$ cat config.mk
export PLATFORM = sky130hd
export DESIGN_NAME = multi_pattern_word_substring_match
export DESIGN_NICKNAME = d
export VERILOG_FILES = /design/src/hdl/mpwsm_pkg.sv /design/src/hdl/multi_pattern_word_substring_match.sv /design/src/hdl/mpwsm_char_cell.sv /design/src/hdl/mpwsm_pattern_cell.sv
export SDC_FILE = /design/constraint.sdc
export NUM_CORES = 2
export LEC_CHECK = 0
export ABC_CLOCK_PERIOD_IN_PS = 9100
export BUFFER_PORTS_ARGS = -buffer_cell sky130_fd_sc_hd__buf_4
export CAP_MARGIN = 10
export CORE_ASPECT_RATIO = 2
export CORE_MARGIN = 2
export CORE_UTILIZATION = 30
export CTS_CLUSTER_SIZE = 8
export DETAILED_ROUTE_END_ITERATION = 8
export HOLD_SLACK_MARGIN = 0.15
export PLACE_DENSITY_LB_ADDON = 0.1
export SYNTH_ARGS = -nofsm -noshare
export SYNTH_HDL_FRONTEND = slang
export SYNTH_HIERARCHICAL = 1
export SYNTH_SLANG_ARGS = --single-unit
$ cat constraint.sdc
create_clock -name clk -period 9.1 [get_ports clk]
set_input_delay 2.275 -clock clk [delete_from_list [all_inputs] [get_ports clk]]
set_output_delay 2.275 -clock clk [all_outputs]
set_load 0.05 [all_outputs]
$ cat src/hdl/mpwsm_pkg.sv
// Shared types, constants and character helpers for the multi-pattern word matcher.
`default_nettype none

package mpwsm_pkg;

    localparam int CHAR_W  = 8;
    localparam int OP_W    = 2;
    localparam int SLOT_W  = 4;
    localparam int INDEX_W = 4;
    localparam int FOUND_W = 4;
    localparam int POS_W   = 16;
    localparam int CFG_W   = 5;

    localparam logic [OP_W-1:0] OP_LOAD    = 2'd0;
    localparam logic [OP_W-1:0] OP_TEXT    = 2'd1;
    localparam logic [OP_W-1:0] OP_RESTART = 2'd2;

    localparam logic [POS_W-1:0] POS_FIRST = 16'd1;
    localparam logic [POS_W-1:0] POS_MAX   = 16'hFFFF;

    typedef struct packed {
        logic              step;     // text item accepted this cycle
        logic              last;     // that text item ends the word
        logic              restart;  // restart item accepted this cycle
        logic [CHAR_W-1:0] ch;       // case-folded text character
    } text_ctl_t;

    typedef struct packed {
        logic               last;    // character ends the pattern
        logic [INDEX_W-1:0] idx;     // character position within the pattern
        logic [CHAR_W-1:0]  ch;      // raw pattern character
    } load_ctl_t;

    function automatic logic [CHAR_W-1:0] fold_char(input logic [CHAR_W-1:0] c);
        logic [CHAR_W-1:0] r;
        r = c;
        if (c >= 8'd65 && c <= 8'd90)
        begin
            r = c + 8'd32;
        end
        return r;
    endfunction

    function automatic logic is_punct(input logic [CHAR_W-1:0] c);
        return (c >= 8'd33 && c <= 8'd47) || (c >= 8'd58 && c <= 8'd64) ||
               (c >= 8'd91 && c <= 8'd96) || (c >= 8'd123 && c <= 8'd126);
    endfunction

endpackage

`default_nettype wire

$ cat src/hdl/multi_pattern_word_substring_match.sv
// Top level of the case-insensitive multi-pattern word substring matcher.
//
//  Channel   Handshake              Payload
//  cmd       cmd_valid / cmd_stall  operation, pattern_slot, char_index, char_value, last_char
//  res       res_valid / res_stall  matched, pattern_found, word_position
//  cfg       cfg_valid / cfg_ready  cfg_data (patterns in use)
//
// One command item is taken every cycle unless cmd_stall is high; all pattern cells compare
// the character at once. A word-end item's result passes from the cell chain into a capture
// register and then, through the priority encoder, into the output register that drives res.
// cmd_stall is high while a captured word waits for the output register and the result
// held there is stalled by res_stall; the block then holds two results.
// Reset clears pattern lengths, prefix bits and the counter (to one); pattern characters
// hold nothing defined until loaded and need no clearing pass. cfg_ready is always high.
`default_nettype none

module multi_pattern_word_substring_match #(
    parameter int NUM_PATTERNS    = 16,
    parameter int MAX_PATTERN_LEN = 16
) (
    input  wire logic                              clk,
    input  wire logic                              rst_n,
    input  wire logic                              cmd_valid,
    output logic                                   cmd_stall,
    input  wire logic [mpwsm_pkg::OP_W-1:0]        operation,
    input  wire logic [mpwsm_pkg::SLOT_W-1:0]      pattern_slot,
    input  wire logic [mpwsm_pkg::INDEX_W-1:0]     char_index,
    input  wire logic [mpwsm_pkg::CHAR_W-1:0]      char_value,
    input  wire logic                              last_char,
    output logic                                   res_valid,
    input  wire logic                              res_stall,
    output logic                                   matched,
    output logic [mpwsm_pkg::FOUND_W-1:0]          pattern_found,
    output logic [mpwsm_pkg::POS_W-1:0]            word_position,
    input  wire logic                              cfg_valid,
    output logic                                   cfg_ready,
    input  wire logic [mpwsm_pkg::CFG_W-1:0]       cfg_data
);
    import mpwsm_pkg::*;

    logic                    cmd_accept;
    logic                    move;
    text_ctl_t               ctl;
    load_ctl_t               ld;
    logic [NUM_PATTERNS-1:0] word_hit;

    logic [CFG_W-1:0]        used_reg;
    logic [POS_W-1:0]        counter_reg;
    logic [POS_W-1:0]        counter_next;
    logic                    pend_reg;
    logic [NUM_PATTERNS-1:0] found_reg;
    logic [POS_W-1:0]        pend_pos_reg;
    logic                    res_valid_reg;
    logic                    matched_reg;
    logic [FOUND_W-1:0]      pattern_found_reg;
    logic [POS_W-1:0]        word_position_reg;

    logic                    enc_hit;
    logic [FOUND_W-1:0]      enc_index;

    assign move       = pend_reg && (!res_valid_reg || !res_stall);
    assign cmd_stall  = pend_reg && !move;
    assign cmd_accept = cmd_valid && !cmd_stall;
    assign cfg_ready  = 1'b1;

    assign ctl.step    = cmd_accept && (operation == OP_TEXT);
    assign ctl.last    = last_char;
    assign ctl.restart = cmd_accept && (operation == OP_RESTART);
    assign ctl.ch      = fold_char(char_value);

    assign ld.last = last_char;
    assign ld.idx  = char_index;
    assign ld.ch   = char_value;

    genvar p;
    generate
        for (p = 0; p < NUM_PATTERNS; p++)
        begin : g_pattern
            mpwsm_pattern_cell #(
                .MAX_PATTERN_LEN (MAX_PATTERN_LEN)
            ) u_pattern (
                .clk      (clk),
                .rst_n    (rst_n),
                .ctl      (ctl),
                .ld       (ld),
                .ld_en    (cmd_accept && (operation == OP_LOAD) &&
                           (32'(pattern_slot) == p)),
                .word_hit (word_hit[p])
            );
        end
    endgenerate

    // Lowest-numbered pattern in use that occurred in the finished word.
    always_comb
    begin
        enc_hit   = 1'b0;
        enc_index = '0;
        for (int i = NUM_PATTERNS - 1; i >= 0; i--)
        begin
            if (found_reg[i] && (32'(used_reg) > i))
            begin
                enc_hit   = 1'b1;
                enc_index = FOUND_W'(i);
            end
        end
    end

    // Punctuation inside a word counts as a word break; the word end itself counts once.
    always_comb
    begin
        counter_next = counter_reg;
        if (ctl.restart)
        begin
            counter_next = POS_FIRST;
        end
        else if (ctl.step && (ctl.last || is_punct(ctl.ch)) && (counter_reg != POS_MAX))
        begin
            counter_next = counter_reg + POS_FIRST;
        end
    end

    always_ff @(posedge clk or negedge rst_n)
    begin
        if (!rst_n)
        begin
            used_reg      <= '0;
            counter_reg   <= POS_FIRST;
            pend_reg      <= 1'b0;
            res_valid_reg <= 1'b0;
        end
        else
        begin
            counter_reg <= counter_next;
            if (cfg_valid && cfg_ready)
            begin
                used_reg <= cfg_data;
            end
            if (ctl.step && ctl.last)
            begin
                pend_reg <= 1'b1;
            end
            else if (move)
            begin
                pend_reg <= 1'b0;
            end
            if (move)
            begin
                res_valid_reg <= 1'b1;
            end
            else if (!res_stall)
            begin
                res_valid_reg <= 1'b0;
            end
        end
    end

    always_ff @(posedge clk)
    begin
        if (ctl.step && ctl.last)
        begin
            found_reg    <= word_hit;
            pend_pos_reg <= counter_reg;
        end
        if (move)
        begin
            matched_reg       <= enc_hit;
            pattern_found_reg <= enc_index;
            word_position_reg <= pend_pos_reg;
        end
    end

    assign res_valid     = res_valid_reg;
    assign matched       = matched_reg;
    assign pattern_found = pattern_found_reg;
    assign word_position = word_position_reg;

endmodule

`default_nettype wire

$ cat src/hdl/mpwsm_char_cell.sv
// One character position of a pattern: stored character and its prefix match bit.
`default_nettype none

module mpwsm_char_cell (
    input  wire logic                      clk,
    input  wire logic                      rst_n,
    input  wire mpwsm_pkg::text_ctl_t      ctl,
    input  wire logic                      wr_en,
    input  wire logic [mpwsm_pkg::CHAR_W-1:0] wr_char,
    input  wire logic                      active,
    input  wire logic                      prev_bit,
    output logic                           hit,
    output logic                           bit_q
);
    import mpwsm_pkg::*;

    logic [CHAR_W-1:0] char_reg;
    logic              bit_reg;
    logic              bit_next;

    // The prefix ending one position earlier, at the previous character, extends here.
    assign hit   = prev_bit && active && (char_reg == ctl.ch);
    assign bit_q = bit_reg;

    always_comb
    begin
        bit_next = bit_reg;
        if (ctl.restart || (ctl.step && ctl.last))
        begin
            bit_next = 1'b0;
        end
        else if (ctl.step)
        begin
            bit_next = hit;
        end
    end

    always_ff @(posedge clk or negedge rst_n)
    begin
        if (!rst_n)
        begin
            bit_reg <= 1'b0;
        end
        else
        begin
            bit_reg <= bit_next;
        end
    end

    // Characters are stored already folded to lower case.
    always_ff @(posedge clk)
    begin
        if (wr_en)
        begin
            char_reg <= fold_char(wr_char);
        end
    end

endmodule

`default_nettype wire

$ cat src/hdl/mpwsm_pattern_cell.sv
// One pattern slot: its length, a chain of character cells and the word-seen flag.
`default_nettype none

module mpwsm_pattern_cell #(
    parameter int MAX_PATTERN_LEN = 16
) (
    input  wire logic                 clk,
    input  wire logic                 rst_n,
    input  wire mpwsm_pkg::text_ctl_t ctl,
    input  wire mpwsm_pkg::load_ctl_t ld,
    input  wire logic                 ld_en,
    output logic                      word_hit
);
    import mpwsm_pkg::*;

    localparam int LEN_W = $clog2(MAX_PATTERN_LEN + 1);

    logic [LEN_W-1:0]           len_reg;
    logic                       seen_reg;
    logic                       seen_next;
    logic [MAX_PATTERN_LEN-1:0] bit_q;
    logic [MAX_PATTERN_LEN-1:0] hit;
    logic [MAX_PATTERN_LEN-1:0] end_hit;
    logic                       idx_ok;

    assign idx_ok = 32'(ld.idx) < MAX_PATTERN_LEN;

    genvar k;
    generate
        for (k = 0; k < MAX_PATTERN_LEN; k++)
        begin : g_char
            logic prev_bit;
            if (k == 0)
            begin : g_head
                assign prev_bit = 1'b1;
            end
            else
            begin : g_link
                assign prev_bit = bit_q[k-1];
            end

            mpwsm_char_cell u_char (
                .clk      (clk),
                .rst_n    (rst_n),
                .ctl      (ctl),
                .wr_en    (ld_en && (32'(ld.idx) == k)),
                .wr_char  (ld.ch),
                .active   (32'(len_reg) > k),
                .prev_bit (prev_bit),
                .hit      (hit[k]),
                .bit_q    (bit_q[k])
            );

            assign end_hit[k] = hit[k] && (32'(len_reg) == k + 1);
        end
    endgenerate

    // A whole occurrence ends at the current character when the full-length prefix hits.
    assign word_hit = seen_reg || (ctl.step && (|end_hit));

    always_comb
    begin
        seen_next = seen_reg;
        if (ctl.restart || (ctl.step && ctl.last))
        begin
            seen_next = 1'b0;
        end
        else if (ctl.step)
        begin
            seen_next = word_hit;
        end
    end

    always_ff @(posedge clk or negedge rst_n)
    begin
        if (!rst_n)
        begin
            len_reg  <= '0;
            seen_reg <= 1'b0;
        end
        else
        begin
            seen_reg <= seen_next;
            if (ld_en && ld.last && idx_ok)
            begin
                len_reg <= LEN_W'({1'b0, ld.idx} + 5'd1);
            end
        end
    end

endmodule

`default_nettype wire

After elaboration in Yosys (flattened, before gate mapping)
Cells that the tools add are included.
{"block": "totals", "romBits": 0, "regBits": 2460, "ram_bits": 0, "n_memories": 0, "output_inout_bits": 24, "latchBits": 0}
{"block": "classes", "n_eq_ne": 546, "add_sub_neg": 3, "shifts": 0, "order_cmp": 282, "bitwise": 0, "mux": 535, "div_mod_pow": 0, "multipliers": 0, "reduce_logical": 1138}
{"operator": "equality test 8 bit", "n": 256}
{"operator": "logical AND 1 bit", "n": 1086}
{"operator": "greater-than comparator 5 x 4 -> 1 bit (second input constant)", "n": 136}
{"operator": "equality test 5 x 4 -> 1 bit (second input constant)", "n": 128}
{"operator": "2-to-1 mux 1 bit", "n": 518}
{"operator": "greater-than comparator 5 x 3 -> 1 bit (second input constant)", "n": 68}
{"operator": "equality test 5 x 3 -> 1 bit (second input constant)", "n": 64}
{"operator": "OR reduction 16 bit", "n": 16}
{"operator": "greater-than comparator 5 x 1 -> 1 bit (second input constant)", "n": 34}
{"operator": "greater-than comparator 5 x 2 -> 1 bit (second input constant)", "n": 34}
{"operator": "equality test 5 x 2 -> 1 bit (second input constant)", "n": 32}
{"operator": "equality test 5 x 1 -> 1 bit (second input constant)", "n": 16}
{"operator": "equality test 5 bit (second input constant)", "n": 16}
{"operator": "equality test 4 bit (second input constant)", "n": 16}
{"operator": "equality test 4 x 3 -> 1 bit (second input constant)", "n": 8}
{"operator": "<= comparator 8 x 7 -> 1 bit (second input constant)", "n": 4}
{"operator": "2-to-1 mux 16 bit", "n": 2}
{"operator": "2-to-1 mux 4 bit", "n": 8}
{"operator": "greater-or-equal comparator 8 x 7 -> 1 bit (second input constant)", "n": 3}
{"operator": "logical OR 1 bit", "n": 22}
{"operator": "adder 16 x 1 -> 16 bit (second input constant)", "n": 1}
{"operator": "equality test 4 x 2 -> 1 bit (second input constant)", "n": 4}
{"operator": "greater-or-equal comparator 8 x 6 -> 1 bit (second input constant)", "n": 2}
{"operator": "!= test 16 bit (second input constant)", "n": 1}
{"operator": "other kinds (18)", "n": 29}

Longest topological paths before layout
{"block": "logic_depth", "depth_word": 17, "ltp_mapped": 13, "depth_no_buf": 13}

By module
The synthesis kept the hierarchy.
{"mod": "mpwsm_char_cell", "seq_area_each_um2": 265.3, "n_inst": 256, "area_each_um2": 464.2, "cells_per_inst": 35}
{"mod": "mpwsm_pattern_cell", "seq_area_each_um2": 150.1, "n_inst": 16, "area_each_um2": 790.8, "cells_per_inst": 107}
{"mod": "multi_pattern_word_substring_match", "seq_area_each_um2": 2168.3, "n_inst": 1, "area_each_um2": 3691.0, "cells_per_inst": 333}

Worst setup path before layout
No wires, ideal clock.
{"block": "synth_path", "path_kind": "input to register", "from": "input char_value[5] (netlist bit)", "to": "register g_pattern[0].u_pattern.seen_reg", "arrival_time_ns": 29.591, "setup_ns": 0.129, "path_slack_ns": -20.621, "path_stages": 11, "path_buffers": 0, "cell_sequence": "ha_1 or2b_2 o21ai_0 xnor2_1 nand3_1 nor4_2 nor2b_1 a211o_1 a41o_1 a221o_1 and2_1"}
{"element": "start: declaration", "line": "multi_pattern_word_substring_match.sv:28", "text": "input wire logic [mpwsm_pkg::CHAR_W-1:0] char_value,"}
{"element": "end signal: assignment", "line": "mpwsm_pattern_cell.sv:83", "text": "seen_reg <= seen_next;"}
{"element": "end: declaration", "line": "mpwsm_pattern_cell.sv:19", "text": "logic seen_reg;"}

==> impl_table.tex <==
\begin{tabular}{lr}
\hline
Metric & Value \\
\hline
\multicolumn{2}{l}{\textbf{STA}} \\
\quad Share of the clock period used by the worst path & 0.710 \\
\quad Unrepaired setup endpoints after global routing & no \\
\quad Fin. Hold Viols & 0 \\
\quad Fmax & between 0.15 and 0.2 GHz \\
\quad Transition at the pin with the smallest max-transition slack & 1.46 ns \\
\quad Total setup violations reported at the end of the flow & 0 \\
\quad Remaining max-slew budget at the tightest pin & 0.0241 \\
\quad Count of pins over their slew limit & 0 \\
\quad Worst hold slack across all endpoints & 0.439 ns \\
\quad Period minus WS final & 6.46 ns \\
\quad Setup Skew & roughly 0.054 ns \\
\multicolumn{2}{l}{\textbf{CTS}} \\
\quad Count of buffers added by post-CTS timing repair for setup & 0 \\
\quad Number of buffers on the longest clock path & 4 \\
\quad Insertion delay of the later-clocked pin in the worst-skew pair & between 0.9 and 1 ns \\
\quad CTS-repair resized insts & 0 \\
\quad \# hold bufs at CTS & 0 \\
\quad Clock net sink count & between 2k and 2.5k \\
\quad CTS tree & done \\
\quad CTS Buf Count & between 300 and 400 \\
\quad Total number of H-tree levels & 5 \\
\quad Library cell used as clock root buffer & clkbuf\_16 \\
\quad Clock slew at reported path FFs & $\sim$0.060 ns \\
\multicolumn{2}{l}{\textbf{Routing}} \\
\quad Drt total wl & just over 400 mm \\
\quad First DRT Iteration DRCs & roughly 5.4k \\
\quad Average wire per standard cell & about 23 µm \\
\quad Vias & 89.7k \\
\quad Remaining antenna violation count & 0 \\
\quad Residual DRC & 0 \\
\quad Number of optimization iterations in the first detailed-route pass & 5 \\
\quad Average vias per placed instance & around 5.1 \\
\multicolumn{2}{l}{\textbf{Pwr}} \\
\quad Peak supply drop & roughly 130 µV \\
\quad Internal Pwr Total & 0.0204 W \\
\quad Fraction of power consumed by the clock network & 0.451 \\
\quad Comb pwr share & 0.097 \\
\quad Sequential Power Share & 0.451 \\
\quad Sw Ratio & 0.259 \\
\quad Total net switching power & slightly above 0.007 W \\
\quad PD cells & between 150 and 200 nW/µm² \\
\quad Leakage component of the power & $\sim$53 nW \\
\multicolumn{2}{l}{\textbf{Placed design}} \\
\quad RePlAce Congestion & between 0.7 and 0.8 \\
\quad Number of buffer cells added on primary ports & 51 \\
\quad Inst Count DP & roughly 17k \\
\quad Post-detailed-placement cell area & 144000 µm² \\
\quad Detailed placer's ending HPWL & between 200 and 250 mm \\
\multicolumn{2}{l}{\textbf{Finish}} \\
\quad Ratio of cells with drive above 1 in the final layout & 0.109 \\
\quad Number of flip-flops in the largest register & about 2k \\
\quad Post-route cell area & between 150000 and 200000 µm² \\
\quad Final core utilization & 0.345 \\
\quad Area growth from synthesis to layout & 14.7\% \\
\quad Final instance count without filler cells & between 15k and 20k \\
\quad Number of inserted filler cells in the final layout & $\sim$44k \\
\quad Nets & $\sim$12k \\
\multicolumn{2}{l}{\textbf{Die}} \\
\quad Number of cell rows & roughly 350 \\
\quad Number of I/O pins & between 50 and 60 \\
\quad Area of the core & around 450000 µm² \\
\quad Area enclosed by the die boundary & 454000 µm² \\
\quad Die boundary height & $\sim$950 µm \\
\quad Horizontal die dimension & around 480 µm \\
\quad Initial core utilization & 0.301 \\
\multicolumn{2}{l}{\textbf{Synthesis}} \\
\quad Syn Inst Count & around 11k \\
\quad Nets in the synthesized netlist & between 10k and 15k \\
\quad Synth Area per Inst & $\sim$12 µm² \\
\quad Synthesized cell area & roughly 130000 µm² \\
\quad Count of synthesis-stage warnings from yosys & 6 \\
\multicolumn{2}{l}{\textbf{Critical path}} \\
\quad Kind of start point of the critical path & input port \\
\quad Critical Path End Type & flip-flop \\
\quad Start-to-end type of the worst setup path & input port to flip-flop \\
\quad Critical Path AT & around 7.3 ns \\
\quad Data required time at the worst endpoint & 9.96 ns \\
\quad Biggest fanout along the worst timing path & 81 \\
\multicolumn{2}{l}{\textbf{Run status}} \\
\quad Outcome & finished clean \\
\multicolumn{2}{l}{\textbf{Global route}} \\
\quad Number of global-route vias before repair & 92.3k \\
\quad Largest net degree at the start of global routing & about 190 \\
\quad Initial antenna violation count & 8 \\
\quad Global-route wire length before repair & roughly 620 mm \\
\quad Global route overflow & 0 \\
\quad Total global routing track utilization & 0.178 \\
\multicolumn{2}{l}{\textbf{Job}} \\
\quad Max-cap violation count & 0 \\
\multicolumn{2}{l}{\textbf{Hold path}} \\
\quad Type of the worst min-delay path & flip-flop to flip-flop \\
\hline
\end{tabular}
## final cells by class
| class | count | area, µm² | share of cell area |
|---|---|---|---|
| clock buffer | 615 | 9800 | 0.0635 |
| timing repair buffer | 270 | 2860 | 0.0185 |
| tap | 5933 | 7420 | 0.0482 |
| multi-input combinational | 7963 | 60300 | 0.391 |
| inverter | 380 | 1450 | 0.00943 |
| sequential | 2460 | 72100 | 0.468 |
| antenna | 2 | 5.00 | 0.0000325 |
| clock inverter | 21 | 290 | 0.00188 |
## routing by layer
| layer | part of all wire | global-route usage | wire length [µm] | vias up |
|---|---|---|---|---|
| met5 | 0.000029 | 0 | 12 | - |
| met2 | 0.55 | 0.345 | 228000 | 1524 |
| met3 | 0.029 | 0.0186 | 12200 | 575 |
| li1 | - | - | - | 42000 |
| met4 | 0.028 | 0.0514 | 11700 | 2 |
| met1 | 0.39 | 0.203 | 161000 | 45500 |
## final timing paths
kind | cells past startpoint | to | from | slack, ns
worst max-delay path | 16 | g_pattern[9].u_pattern/seen_reg | char_value[3] | 2.64
worst min-delay path | 0 | word_position[15] | pend_pos_reg[15] | 0.44
worst max register to register | 7 | flip-flop | res_valid | 5.01
worst min register to register | 0 | word_position[15] | pend_pos_reg[15] | 0.44
max in group asynchronous | 3 | g_pattern[14].u_pattern/g_char[9].u_char/bit_q | rst_n | 5.87
min in group asynchronous | 1 | g_pattern[9].u_pattern/g_char[5].u_char/bit_q | rst_n | 1.36
## critical path, stage by stage
cell and delay (ns):
buf_16 0.22, nor4_1 0.20, o2bb2ai_1 0.21, inv_1 0.08, nand2_2 0.09, o21bai_4 0.26, buf_12 0.52, buf_4 0.62
xor2_1 0.13, or4_1 0.55, nor4_2 0.50, mux2i_1 0.18, o32ai_1 0.30, a41o_1 0.14, a221o_1 0.19, and2_1 0.14
## power by group through the flow
stage               Sequential (W)  Combinational [W]  Clock, W
finish                      0.0125            0.00268    0.0125
CTS                         0.0125            0.00275    0.0129
floorplan                   0.0126            0.00153         0
global route                0.0125            0.00298    0.0133
detailed placement          0.0127            0.00274         0
global placement            0.0127            0.00268         0
## placed cells by master (no fill, tap or decap), types with 263 or more instances in the layout
| master | n |
|---|---|
| clkbuf_16 | 352 |
| a21o_1 | 277 |
| a21oi_1 | 307 |
| nand3_1 | 323 |
| nor2_1 | 636 |
| ha_1 | 321 |
| o31ai_1 | 274 |
| inv_1 | 330 |
| dfrtp_1 | 358 |
| nand2_1 | 1023 |
| xnor2_1 | 784 |
| or4_1 | 514 |
| clkbuf_1 | 263 |
| xor2_1 | 1040 |
| edfxtp_1 | 2101 |
## per-stage QoR
stage / total power (W) / TNS (ns) / worst slack (ns)
2_1_floorplan: 0.0141 / -23.00 / -0.673
3_3_place_gp: 0.0154 / 0 / 1.58
3_5_place_dp: 0.0154 / 0 / 1.70
4_1_cts: 0.0281 / 0 / 2.72
5_1_grt: 0.0287 / 0 / 2.51
6_report: 0.0276 / 0 / 2.64
No activity file was read; power rests on OpenSTA's default activity.
